==> config.mk <==
export PLATFORM = sky130hd
export DESIGN_NAME = lrmt_matmul
export DESIGN_NICKNAME = d
export VERILOG_FILES = /design/src/rtl/lrmt_pkg.sv /design/src/rtl/lrmt_lane.sv /design/src/rtl/lrmt_matmul.sv
export SDC_FILE = /design/constraint.sdc
export NUM_CORES = 2
export LEC_CHECK = 0
export BUFFER_PORTS_ARGS = -buffer_cell sky130_fd_sc_hd__buf_2
export CORE_UTILIZATION = 47
export DETAILED_ROUTE_END_ITERATION = 6
export PLACE_DENSITY = 0.65
export SYNTH_ARGS = -nofsm -noshare
export SYNTH_HDL_FRONTEND = slang
export SYNTH_SLANG_ARGS = --single-unit
==> constraint.sdc <==
create_clock -name clk -period 7.9 [get_ports clk]
set_input_delay 1.58 -clock clk [delete_from_list [all_inputs] [get_ports clk]]
set_output_delay 1.58 -clock clk [all_outputs]
set_load 0.1 [all_outputs]
==> src/rtl/lrmt_pkg.sv <==
// ----------------------------------------------------------------------------
// lrmt_pkg
// Shared types and constants for the linear recurrence modular term unit.
// ----------------------------------------------------------------------------
package lrmt_pkg;

	// Configuration port geometry.
	localparam int ADDR_W    = 5;
	localparam int DATA_W    = 32;
	localparam int REG_IDX_W = 3;

	// Register indexes, taken from paddr[4:2].
	localparam logic [REG_IDX_W-1:0] REG_COEF_P      = 3'd0;
	localparam logic [REG_IDX_W-1:0] REG_COEF_Q      = 3'd1;
	localparam logic [REG_IDX_W-1:0] REG_FIRST_TERM  = 3'd2;
	localparam logic [REG_IDX_W-1:0] REG_SECOND_TERM = 3'd3;
	localparam logic [REG_IDX_W-1:0] REG_MODULUS     = 3'd4;

	// Register reset values.
	localparam int unsigned COEF_P_RESET      = 1;
	localparam int unsigned COEF_Q_RESET      = 1;
	localparam int unsigned FIRST_TERM_RESET  = 1;
	localparam int unsigned SECOND_TERM_RESET = 1;
	localparam int unsigned MODULUS_RESET     = 1000000007;

	// Sequencer of the top level.
	typedef enum logic [2:0] {
		ST_IDLE,
		ST_REDUCE,
		ST_ROUND,
		ST_FINAL,
		ST_DELIVER
	} lrmt_state_t;

	// Sequencer of one matrix multiplier.
	typedef enum logic [1:0] {
		MM_IDLE,
		MM_RUN,
		MM_SUM
	} mm_state_t;

endpackage

==> src/rtl/lrmt_lane.sv <==
// ----------------------------------------------------------------------------
// lrmt_lane
// Bit-serial modular multiplier lane. The serial operand enters one bit per
// cycle while en is high, most significant bit first; the parallel operand must be below m
// (or equal to one). The running remainder always stays below m.
// ----------------------------------------------------------------------------
module lrmt_lane #(
	parameter int W = 31
) (
	input  logic         clk,
	input  logic         clr,
	input  logic         en,
	input  logic         sbit,
	input  logic [W-1:0] b,
	input  logic [W-1:0] m,
	output logic [W-1:0] r
);

	logic [W-1:0] r_q;
	logic [W+1:0] t;
	logic [W+2:0] d1;
	logic [W+2:0] d2;
	logic [W-1:0] r_next;

	// Double the remainder, add the operand if the bit is set, and take off
	// twice m, m or nothing; the sum is always below three times m.
	always_comb begin
		t  = {1'b0, r_q, 1'b0} + {2'b00, (sbit ? b : {W{1'b0}})};
		d1 = {1'b0, t} - {3'b000, m};
		d2 = {1'b0, t} - {2'b00, m, 1'b0};
		if (!d2[W+2]) begin
			r_next = d2[W-1:0];
		end else if (!d1[W+2]) begin
			r_next = d1[W-1:0];
		end else begin
			r_next = t[W-1:0];
		end
	end

	// Remainder register.
	always_ff @(posedge clk) begin
		if (clr) begin
			r_q <= '0;
		end else if (en) begin
			r_q <= r_next;
		end
	end

	assign r = r_q;

endmodule

==> src/rtl/lrmt_matmul.sv <==
// ----------------------------------------------------------------------------
// lrmt_matmul
// 2x2 modular matrix product C = A*B mod m. Eight bit-serial lanes form the
// partial products bit by bit, then the pairs are added modulo m.
// ----------------------------------------------------------------------------
module lrmt_matmul #(
	parameter int W = 31
) (
	input  logic                   clk,
	input  logic                   arst_n,
	input  logic                   start,
	input  logic [1:0][1:0][W-1:0] a,
	input  logic [1:0][1:0][W-1:0] b,
	input  logic [W-1:0]           m,
	output logic [1:0][1:0][W-1:0] c,
	output logic                   done
);

	localparam int CW = $clog2(W);

	lrmt_pkg::mm_state_t state_q;
	lrmt_pkg::mm_state_t state_d;
	logic [CW-1:0] cnt_q;
	logic done_q;
	logic run;
	logic [1:0][1:0][W-1:0] a_sh_q;
	logic [1:0][1:0][W-1:0] b_q;
	logic [1:0][1:0][W-1:0] c_q;
	logic [W-1:0] m_q;
	logic [1:0][1:0][1:0][W-1:0] r_lane;
	logic [1:0][1:0][W-1:0] sum_mod;

	// Next state: run through every bit of the A entries, then take the pair sums.
	always_comb begin
		state_d = state_q;
		run     = 1'b0;
		unique case (state_q)
			lrmt_pkg::MM_IDLE: begin
				if (start) begin
					state_d = lrmt_pkg::MM_RUN;
				end
			end
			lrmt_pkg::MM_RUN: begin
				run = 1'b1;
				if (cnt_q == CW'(W - 1)) begin
					state_d = lrmt_pkg::MM_SUM;
				end
			end
			lrmt_pkg::MM_SUM: begin
				state_d = lrmt_pkg::MM_IDLE;
			end
			default: begin
				state_d = lrmt_pkg::MM_IDLE;
			end
		endcase
	end

	// Control registers.
	always_ff @(posedge clk or negedge arst_n) begin
		if (!arst_n) begin
			state_q <= lrmt_pkg::MM_IDLE;
			cnt_q   <= '0;
			done_q  <= 1'b0;
		end else begin
			state_q <= state_d;
			done_q  <= (state_q == lrmt_pkg::MM_SUM);
			if (start) begin
				cnt_q <= '0;
			end else if (run) begin
				cnt_q <= cnt_q + CW'(1);
			end
		end
	end

	// Operand capture and serial shift of the A entries.
	always_ff @(posedge clk) begin
		if (start) begin
			a_sh_q <= a;
			b_q    <= b;
			m_q    <= m;
		end else if (run) begin
			for (int i = 0; i < 2; i++) begin
				for (int k = 0; k < 2; k++) begin
					a_sh_q[i][k] <= {a_sh_q[i][k][W-2:0], 1'b0};
				end
			end
		end
		if (state_q == lrmt_pkg::MM_SUM) begin
			c_q <= sum_mod;
		end
	end

	// Lane (i, j, k) forms A[i][k] * B[k][j] mod m.
	for (genvar i = 0; i < 2; i++) begin : g_row
		for (genvar j = 0; j < 2; j++) begin : g_col
			for (genvar k = 0; k < 2; k++) begin : g_term
				lrmt_lane #(
					.W(W)
				) u_lane (
					.clk (clk),
					.clr (start),
					.en  (run),
					.sbit(a_sh_q[i][k][W-1]),
					.b   (b_q[k][j]),
					.m   (m_q),
					.r   (r_lane[i][j][k])
				);
			end

			// Pair sum, both terms below m, so one subtraction suffices.
			logic [W:0]   s;
			logic [W+1:0] d;
			always_comb begin
				s = {1'b0, r_lane[i][j][0]} + {1'b0, r_lane[i][j][1]};
				d = {1'b0, s} - {2'b00, m_q};
				sum_mod[i][j] = d[W+1] ? s[W-1:0] : d[W-1:0];
			end
		end
	end

	assign c    = c_q;
	assign done = done_q;

endmodule

# Word level (Yosys, flattened, before mapping)
# Index checks and enable logic that the tools add are counted.
# op_classes
n_mux	36
addsub	33
n_reduce_logical	3
eq_ne	5
# op_table
op	count
$mux W31	28
$sub A33 B31 Y34	8
$sub A33 B32 Y34	8
$add A32 B31 Y33	8
$mux W124	2
$sub A32 B31 Y33	4
$add A31 B31 Y32	4
$mux W5	2
$add A5 B1 Y5 const B	1
$eq A5 B5 Y1 const B	1
$mux W2	2
$ne A2 B2 Y1 const B	2
$pmux W2 S2	1
$eq A2 B1 Y1 const B	1
$eq A2 B2 Y1 const B	1
$logic_not A2 Y1	1
$reduce_and A2 Y1	1
$reduce_bool A2 Y1	1
$mux W1	1
# totals
ff_bits	659
wordCells	101

# Logic depth before layout (Yosys ltp)
# depth
word_depth	5
mapped_depth	28
ltp_nobuf	25

# By module
# Synthesis repeated with hierarchy kept, for this count alone.
# hier_totals
cells_unflattened	9658
area_unflattened_um2	79698.9
# by_module_without_submodules
module	area_per_inst_um2	n_inst	cells_each
lrmt_matmul	26967.1	1	2349
lrmt_lane at g_row[0].g_col[0].g_term[1].u_lane ...	6475.0	4	892
lrmt_lane at g_row[1].g_col[1].g_term[0].u_lane ...	6636.4	2	923
lrmt_lane at g_row[0].g_col[0].g_term[0].u_lane	6827.8	1	949
lrmt_lane at g_row[1].g_col[0].g_term[1].u_lane	6731.5	1	946

# Worst setup path after synthesis
# Ideal clock, no wire load.
# synth_timing
kind	register -> register
start	register state_q[0]
end	register done_q, in the netlist done
slack_ns	1.286
t_required_ns	7.200
synth_period_minus_slack_ns	6.614
t_arrival_ns	5.914
stages_incl_launch_ff	2
setup_ns	0.700
path_buffers	0
cell_sequence	dfrtp_1 > nor2b_1
# synth_via
elab_chain_len	1
# synth_rtl
item	line	source
start, declared	lrmt_matmul.sv:21	lrmt_pkg::mm_state_t state_q;
start signal, assigned	lrmt_matmul.sv:61	state_q <= lrmt_pkg::MM_IDLE;
start signal, assigned	lrmt_matmul.sv:65	state_q <= state_d;
$eq A2 B2 Y1	lrmt_matmul.sv:66	done_q <= (state_q == lrmt_pkg::MM_SUM);
end signal, assigned	lrmt_matmul.sv:66	
end, declared	lrmt_matmul.sv:24	logic done_q;
# No other way between the ends.
# A chain may end at the register's enable or synchronous reset.

# Worst setup path after layout
# layout_timing
start	register a_sh_q[123] (netlist bit)
end	register g_row[1].g_col[1].g_term[1].u_lane.r_q[13]
# layout_via
elab_chain_len	5
elab_cells_between_ends	6
classes_between	add/sub (3); mux (3)
# layout_rtl
item	line	source
start, declared	lrmt_matmul.sv:26	logic [1:0][1:0][W-1:0] a_sh_q;
start signal, assigned by index	lrmt_matmul.sv:84	a_sh_q[i][k] <= {a_sh_q[i][k][W-2:0], 1'b0};
$mux W31 *	lrmt_lane.sv:28	t = {1'b0, r_q, 1'b0} + {2'b00, (sbit ? b : {W{1'b0}})};
$add A32 B31 Y33 *	lrmt_lane.sv:28	
$sub A33 B31 Y34	lrmt_lane.sv:29	d1 = {1'b0, t} - {3'b000, m};
$mux W31	lrmt_lane.sv:33	end else if (!d1[W+2]) begin
$mux W31 *	lrmt_lane.sv:31	if (!d2[W+2]) begin
end signal, assigned	lrmt_lane.sv:45	r_q <= r_next;
end, declared	lrmt_lane.sv:19	logic [W-1:0] r_q;
# Mark *: on every way between the ends. The rest lies on a longest branch, timed or not.

==> summary.txt <==
Global route
  • Met3 Usage GRT: 5.22%
  • Vias in the first global route: 68474
  • Met2 Resource Use GR: 53.8%
  • First-pass GRT wire length: 417 mm
  • Congestion Overflow GR: 0
  • Largest net degree at the start of global routing: 73
  • Initial antenna violation count: 13
  • Met1 Resource Use GR: 41.0%
  • All-Layer GR Usage: 33.4%
  • GR peak layer: met2

Synthesis
  • Top cells by area in the synthesized netlist: ha_1 16%, edfxtp_1 16%, dfxtp_1 6.5%, xnor2_1 6.3%, a21oi_1 6.0%
  • Async SR Flop Fraction: 1.21%
  • Synth unique cells: 120
  • Syn avg cell area: 8.45 µm²
  • Synthesis-stage register bit count: 659
  • Synth top cells by count: 986 x ha_1, 918 x a21oi_1, 615 x o21ai_0
  • EDFF count, synth: 403
  • Synth Warn #: 0
  • Count leader, synth: ha_1
  • Post-Synthesis Cells: 9012
  • Share of the synthesized area in the top cell type: 16.2%
  • Post-Syn Nets: 10312
  • Post-Syn Area: 76200 µm²
  • Post-synth top area cell: ha_1
  • Most used DFF post-synth: edfxtp_1
  • Post-synthesis sequential area ratio: 22.7%

Route
  • DRC: 0
  • 1st-pass router iterations: 6
  • Post-Route WL: 284 mm
  • 1st-iter DRT viols: 6727
  • Antenna viol nets, final: 0
  • Vias per inst: 6.26
  • Routed length per instance: 24.4 µm
  • Via Count: 72844

Worst hold path
  • HP Class: reg2reg
  • Min-Delay Startpoint: g_row[1].g_col[0].g_term[1].u_lane.r[6]$_SDFFE_PP0P_

Power
  • Static leakage: 0.0377 µW
  • Internal power: 21600 µW
  • Power Dens Cells: 529 nW/µm²
  • Part of the power in registers: 13.2%
  • Logic gate share of total power: 76.9%
  • Sw Ratio: 51.4%
  • Clk pwr share: 9.8%
  • IR drop worst, VDD: 0.265 mV
  • Net switching power: 22800 µW
  • Overall Power: 44400 µW

Final layout
  • Post-Layout Inst Area: 83900 µm²
  • Proportion of layout cells with a drive suffix above 1: 11.0%
  • Final std cells w/o fill: 11631
  • Layout Nets: 10684
  • Area grow syn2layout: 10.1%
  • Fillers: 15350

STA
  • Max Fclk: 0.142 GHz
  • Rel. slew slack: 12.8%
  • Endpoints failing setup: 0
  • RSZ-0062 raised after global routing: no
  • Final count of hold timing violations: 0
  • Final clock skew: 0.0418 ns
  • Period utilisation layout: 89.4%
  • Setup TNS: 0 ns
  • Slew Limit Fails: 0
  • Final worst slack: 0.834 ns
  • Final min period: 7.07 ns
  • Worst-Margin Slew: 1.30 ns

Clocking
  • Post-cts sizing count: 0
  • Reg clk slew, reported paths: 0.07 ns
  • CTS max path bufs: 3
  • Clock root cell: clkbuf_16
  • CTS tree: yes
  • Postcts setup bufs: 0
  • # H-tree levels: 3
  • Hold_buf cts: 0
  • Skew-Pair Late Insertion Delay: 0.76 ns
  • Total CTS buffers: 87
  • CTS sink cnt: 659

Critical path
  • Startpoint Class: flip-flop
  • Reg2reg start: a_sh_q[123]$_DFFE_PP_
  • Critical Path Start: a_sh_q[123]$_DFFE_PP_
  • Critical Path AT: 7.69 ns
  • CP max FO: 27
  • Setup CP Type: reg2reg
  • Worst endpoint required time: 8.53 ns
  • CP Capture Type: flip-flop

Floorplan
  • IO Pins: 407
  • Die Footprint: 164000 µm²
  • Die H: 405 µm
  • CORE AREA: 161000 µm²
  • Initial core utilization: 47.4%
  • Die width: 405 µm
  • Row cnt: 147

Placement
  • DP Area: 80800 µm²
  • Gpl congestion: 0.996
  • Placed instance count: 11455
  • Port Buf Inserts: 406
  • Detail Placement HPWL: 222 mm
  • Place WS: 0.992 ns

Run
  • Total of max-cap violations: 0

Outcome
  • Status: finished, final reports clean
layout make-up:
cell class	instances	area (µm²)	share of cell area [%]
timing repair buffer	510	2850	3.39
antenna	12	30.0	0.0358
sequential	659	17300	20.6
clock inverter	65	815	0.971
inverter	316	1190	1.42
multi-input combinational	7810	56800	67.7
tap	2160	2700	3.22
clock buffer	99	2230	2.66
power by group through the flow:
stage | sequential [µW] | clock [µW] | combinational [µW]
after floorplan | 5210 | 0 | 26300
after global placement | 5920 | 0 | 32800
after detailed placement | 5910 | 0 | 33300
after CTS | 5840 | 4430 | 33500
after global routing | 5860 | 4540 | 37500
final | 5870 | 4370 | 34100
per-stage QoR:
step	hold WS, ns	util, %
6_report	0.500	52.2
5_1_grt	0.522	52.2
4_1_cts	0.506	52.2
3_5_place_dp	0.498	50.3
3_3_place_gp	0.500	50.3
2_1_floorplan	0.432	-
logic make-up after synthesis:
group / Yosys count / synth area share [%]
buffers and inverters: 543 / 2.86
XOR/XNOR: 775 / 8.91
flip-flops: 659 / 22.7
AND/OR/NAND/NOR: 2389 / 15.5
adder cells (fa/ha/maj): 1018 / 17.0
multiplexers: 302 / 4.28
AO/OA/AOI/OAI: 3326 / 28.8
placed cells by master (no fill, tap or decap), types with 92 or more instances in the layout:
| master | instances |
|---|---|
| and2_1 | 289 |
| nand2b_1 | 126 |
| a21oi_1 | 917 |
| nand2_1 | 584 |
| a21o_1 | 450 |
| o21ai_0 | 615 |
| mux2i_1 | 115 |
| a211oi_1 | 162 |
| mux2_2 | 185 |
| nor3_1 | 160 |
| nor2b_1 | 106 |
| nor2_1 | 589 |
| o21bai_1 | 116 |
| a31oi_1 | 112 |
| nand3_1 | 175 |
| ha_1 | 986 |
| edfxtp_1 | 403 |
| o21a_1 | 179 |
| buf_4 | 102 |
| xnor2_1 | 551 |
| buf_2 | 405 |
| xor2_1 | 224 |
| and3_1 | 92 |
| inv_1 | 283 |
| dfxtp_1 | 248 |
routing by layer:
layer  up-vias  routed length, µm
met5         -                 44
met4         6              22100
met3       777              19800
met2      2950             126000
met1     34305             116000
li1      34806                  -
sequential cells by signal, summed over array words and instances, names as in the netlist:
signal,count
g_row.g_col.g_term.u_lane.r,248
a_sh_q,124
b_q,124
c,124
m_q,31
cnt_q,5
state_q,2
done,1
final timing paths:
| check | end | slack, ns | depth (start not counted) |
|---|---|---|---|
| max reg2reg | g_row[1].g_col[1].g_term[1].u_lane.r[13]$_SDFFE_PP0P_ | 0.83 | 25 |
| min | g_row[1].g_col[0].g_term[1].u_lane.r[6]$_SDFFE_PP0P_ | 0.50 | 2 |
| min in group asynchronous | cnt_q[0]$_DFFE_PN0P_ | 0.71 | 1 |
| min reg2reg | g_row[1].g_col[0].g_term[1].u_lane.r[6]$_SDFFE_PP0P_ | 0.50 | 2 |
| max in group asynchronous | state_q[0]$_DFFE_PN0P_ | 6.95 | 1 |
| max | g_row[1].g_col[1].g_term[1].u_lane.r[13]$_SDFFE_PP0P_ | 0.83 | 25 |
critical path: stages (launching register included):
cell and delay [ns]:
edfxtp_1 0.91, and2_1 0.24, ha_1 0.18, inv_1 0.07, fa_1 0.43, nand2b_1 0.19
a21o_1 0.19, a21oi_1 0.27, o221ai_1 0.23, nand2_1 0.17, a21oi_1 0.12, o21bai_1 0.14
a21oi_1 0.09, xnor2_1 0.33, ha_1 0.36, o21a_1 0.19, o21a_1 0.17, o21ai_0 0.30
a21oi_1 0.09, a2111oi_2 0.49, o21ai_1 0.17, nand4_1 0.15, nand3_2 0.61, mux2_2 0.52
a211oi_1 0.24, nor2_1 0.07
Power figures use the tool's default switching activity.
